--- src/sv/qte_pkg.sv ---
// shared constants and the arctangent table for the quaternion to euler angle unit
package qte_pkg;

  // default number of cordic micro-rotations
  localparam int CORDIC_STEPS_DEF = 16;
  // angle accumulator width, radians at scale 2^16
  localparam int ZW = 20;
  // angle limits
  localparam int HALF_PI_Q13 = 12868;
  localparam int PI_Q13 = 25736;
  localparam int HALF_PI_Q16 = 102944;
  // square root: result bits and radicand width
  localparam int SQ_BITS = 29;
  localparam int SQ_IN_W = 57;
  // datapath widths of the two arctangent flavors
  localparam int RY_W = 38;
  localparam int P_W = 32;

  // atan(2^-i) in radians at scale 2^16
  function automatic logic signed [ZW-1:0] atan_q16(input int i);
    logic signed [ZW-1:0] v;
    case (i)
      0: v = 20'sd51472;
      1: v = 20'sd30386;
      2: v = 20'sd16055;
      3: v = 20'sd8150;
      4: v = 20'sd4091;
      5: v = 20'sd2047;
      6: v = 20'sd1024;
      7: v = 20'sd512;
      8: v = 20'sd256;
      9: v = 20'sd128;
      10: v = 20'sd64;
      11: v = 20'sd32;
      12: v = 20'sd16;
      13: v = 20'sd8;
      14: v = 20'sd4;
      15: v = 20'sd2;
      16: v = 20'sd1;
      default: v = '0;
    endcase
    return v;
  endfunction

endpackage

--- src/sv/qte_isqrt.sv ---
// pipelined floor square root, one result bit per stage
module qte_isqrt (
  input  logic                         clk,
  input  logic                         en,
  input  logic [qte_pkg::SQ_IN_W-1:0]  v_i,
  output logic [qte_pkg::SQ_BITS-1:0] root_o
);
  import qte_pkg::*;

  localparam int EW = SQ_IN_W + 2;

  logic [SQ_IN_W-1:0] rem_r [SQ_BITS];
  logic [SQ_BITS-1:0] res_r [SQ_BITS];

  for (genvar i = 0; i < SQ_BITS; i++) begin : g_stage
    localparam int K = SQ_BITS - 1 - i;
    logic [SQ_IN_W-1:0] rem_in;
    logic [SQ_BITS-1:0] res_in;
    logic [EW-1:0]      cand;
    logic [EW-1:0]      rem_ext;

    if (i == 0) begin : g_first
      assign rem_in = v_i;
      assign res_in = '0;
    end else begin : g_next
      assign rem_in = rem_r[i-1];
      assign res_in = res_r[i-1];
    end

    // (res + 2^k)^2 - res^2 against the remainder
    assign cand = (EW'(res_in) << (K + 1)) + (EW'(1) << (2 * K));
    assign rem_ext = EW'(rem_in);

    always_ff @(posedge clk) begin
      if (en) begin
        if (rem_ext >= cand) begin
          rem_r[i] <= SQ_IN_W'(rem_ext - cand);
          res_r[i] <= res_in | (SQ_BITS'(1) << K);
        end else begin
          rem_r[i] <= rem_in;
          res_r[i] <= res_in;
        end
      end
    end
  end

  assign root_o = res_r[SQ_BITS-1];

endmodule

--- config.mk ---
export PLATFORM = sky130hd
export DESIGN_NAME = qte_isqrt
export DESIGN_NICKNAME = d
export VERILOG_FILES = /design/src/sv/qte_pkg.sv /design/src/sv/qte_isqrt.sv
export SDC_FILE = /design/constraint.sdc
export NUM_CORES = 2
export LEC_CHECK = 0
export BUFFER_PORTS_ARGS = -buffer_cell sky130_fd_sc_hd__buf_2
export CORE_MARGIN = 1.5
export CORE_UTILIZATION = 35
export CTS_CLUSTER_DIAMETER = 80
export DETAILED_ROUTE_END_ITERATION = 12
export PLACE_DENSITY = 0.49
export SYNTH_ARGS = -nofsm -noshare
export SYNTH_HDL_FRONTEND = slang
export SYNTH_SLANG_ARGS = --single-unit
--- constraint.sdc ---
create_clock -name clk -period 5.4 [get_ports clk]
set_input_delay 0.27 -clock clk [delete_from_list [all_inputs] [get_ports clk]]
set_output_delay 0.27 -clock clk [all_outputs]
set_load 0.005 [all_outputs]
==> metrics.cfg <==
[setup_path]
critPathLaunchType = flip-flop
required_ps = 5990
crit_type = reg -> reg
r2r-start = rem_r[1][429]
critPathLaunch = rem_r[1][429]
cp_slowest_cell = nor4_2
critPathMaxFanout = 49
cp_common_cell = nor4_2
end_kind = flip-flop
path_cells = ha_1, nand4_1, nor4_2, inv_1, nor4_2, a2111oi_2, o21a_2, buf_12, a211oi_4, nand3_2, a211oi_1, xor2_1
r2r_cells = 12
slowest_delay_ps = 840
crit_arrival_ps = 5330

[logic_synthesis]
synthDistinctLibCells = 102
async_flop_share = 0
synth_edf_count = 2031
synthAdderAreaFrac = 0.05918
yosys_warnings = 0
yosysSeqAreaShare = 0.6249
ys_ff_latch = 2031
synthXorXnorAreaFrac = 0.06246
synthMuxAreaShare = 0.005910
syn_area_um2 = 97600
synth_cells = 7821
synth_compound_area_frac = 0.09164
synth_simple_gate_area_frac = 0.1261
synth-main-ff-cell = edfxtp_1
syn-mean-instance-area_um2 = 12.48
syn_nets = 8341
synth_top_family_by_area = simple AND/OR/NAND/NOR gates

[timing]
fin_ws_ps = 652.1
fmax_mhz = 210.6
finalMaxSlewViolations = 0
final-setup-viol-count = 0
hold_viol_final = 0
worstMarginPinSlew_ps = 1151
rsz0062_at_grt = no
finalCritPeriodShare = 0.8792
tns_ps = 0
fin_crit_ps = 4748
skew_ps = 102.4
worst_slew_margin_rel = 0.2227

[pwr]
finalPower_mw = 46.64
power.internal_mw = 32.81
power_density_nw_per_um2 = 419.0
pwr-share-seq = 0.466
p_leak_nw = 41.09
switchingPower_mw = 13.83
vdd_drop_max_v = 0.0003151
swShare = 0.2965
pwr-share-comb = 0.200
clkPwrFrac = 0.334

[grt]
grt_overflow = 0
grt_pass1_wl_um = 385900
grt_max_degree = 194
grt_pass1_vias = 62050
antenna_found_initial = 5
grt_util_all_layers = 0.1791

[placed_design]
port_buffers = 87
gp_congestion = 0.8833
pre_cts_ws_ps = 364.6
dp_hpwl_um = 193200
place_area_um2 = 102900

[detailed_routing]
vias = 62140
ant_nets = 0
drtIter0Drc = 5067
remaining_drc_errors = 0
drt-total-wl_um = 256300
first_pass_iters = 6
wl_per_cell_um = 21.31
routed_via_density = 5.168

[clock_network]
cts_resized = 0
cts_tree = done
clk_latency_ps = 920
cts_root_buf = clkbuf_16
cts_buffer_depth = 4
clkTransAtPathRegs_ps = 60
cts_sinks = 2031
htree_num_levels = 4
cts-buffers-inserted = 228

[layout]
design_area_um2 = 111300
fillCellCount = 25990
final_util = 0.4019
nets = 8643
drive_above_1_share = 0.07962
syn_to_final_growth_pct = 14.05

[floorplan]
coreArea_um2 = 277000
initial_core_util = 0.3524
ioPinCount = 88
die_w_um = 531.1
design.die.area_um2 = 282000
die_y_um = 531.1
fp-row-count = 193

[run]
maxCapViolCount = 0

[outcome]
outcome = finished, final reports clean

[min_path]
hold_start = v_i[39]
whs_path_depth = 2
min_path_type = in -> reg

## layout make-up
class,instances,area [µm²],share of cell area
Inverter,582,2185,0.01963
Tap cell,3705,4636,0.04165
Timing Repair Buffer,257,2110,0.01895
Clock inverter,166,1653,0.01485
Antenna cell,4,10.01,0.00008992
Multi-Input combinational cell,5023,33880,0.3044
Sequential cell,2031,60990,0.5479
Clock buffer,256,5853,0.05258
## logic make-up after synthesis
logic type               after synthesis
adder cells (fa/ha/maj)              461
AND/OR/NAND/NOR                     2365
flip-flops                          2031
AO/OA/AOI/OAI                       1449
XOR/XNOR                             696
multiplexers                          52
buffers and inverters                767
## metrics by stage
stage,hold WS (ps),instances
finish,78.64,12020
CTS,0.1287,12020
global placement,430.2,11500
detailed placement,428.4,11510
floorplan,368.9,7821
global route,29.17,12020
## what timing repair did
item | CTS | global route
setup buffers | 0 | 0
endpoints found under the hold margin | 91 | 0
hold buffers | 93 | 0
setup endpoints to repair | 0 | 0
## worst paths after layout
kind | slack (ps) | end
max | 650 | rem_r[1][502]
min | 80 | rem_r[0][39]
min reg2reg | 420 | rem_r[0][715]
max reg2reg | 650 | rem_r[1][502]
## power groups by stage
stage / logic [mW] / registers (mW) / clock network (mW)
2_1_floorplan: 6.96 / 21.2 / 0
3_3_place_gp: 9.18 / 22.1 / 0
3_5_place_dp: 9.20 / 22.1 / 0
4_1_cts: 9.35 / 21.8 / 16.0
5_1_grt: 10.4 / 22.0 / 16.6
6_report: 9.34 / 21.7 / 15.6
## Yosys cell counts (all sizes together) (143+ instances only)
library cell / number / area, µm²
nor4: 290 / 1892
o21ai: 443 / 2217
nor2: 462 / 1734
xor2: 353 / 3092
nor3: 218 / 1134
a21oi: 432 / 2162
a21o: 180 / 1351
clkbuf: 164 / 618.1
inv: 582 / 2185
nand3: 143 / 720.7
nand2: 609 / 2288
ha: 460 / 5756
xnor2: 343 / 3004
edfxtp: 2031 / 60990
## flip-flops by register name, indices dropped and copies added, names as in the netlist
register / cells
rem_r: 1596
res_r: 435
## routing by layer
metal | global-route usage | vias to the layer above | share of wire
met3 | 0.02067 | 381 | 0.040
li1 | - | 29830 | -
met2 | 0.3224 | 1433 | 0.51
met1 | 0.2221 | 30490 | 0.42
met5 | 0 | - | 0
met4 | 0.05819 | 0 | 0.032
## layout by cell type, fill, tap and decap left out, drive strengths merged, types with 26 or more instances in the layout
| cell | count |
|---|---|
| a21oi | 432 |
| ha | 460 |
| xnor2 | 343 |
| or4 | 44 |
| nand4b | 27 |
| clkbuf | 256 |
| or2 | 28 |
| bufinv | 26 |
| mux2 | 45 |
| and3 | 49 |
| a31oi | 27 |
| inv | 591 |
| dlygate4sd3 | 93 |
| nor4 | 290 |
| nor3 | 218 |
| buf | 164 |
| nor4b | 50 |
| or3 | 62 |
| edfxtp | 2031 |
| o21a | 75 |
| nor2 | 462 |
| o31ai | 28 |
| clkinv | 115 |
| o21bai | 34 |
| xor2 | 353 |
| nand4 | 123 |
| a211oi | 29 |
| nor2b | 61 |
| a21o | 180 |
| nand3 | 143 |
| o211ai | 28 |
| nand2b | 82 |
| nand2 | 609 |
| nand3b | 33 |
| o21ai | 443 |
## worst max-delay path: cells and delay by family (launching register included)
| family | cells | cell delay (ps) |
|---|---|---|
| compound gates | 4 | 1060 |
| fa+ha+maj | 1 | 480 |
| buf+inv | 2 | 320 |
| xor+xnor | 1 | 140 |
| flops | 1 | 470 |
| simple gates | 4 | 1990 |
No activity file was read; power rests on OpenSTA's default activity.
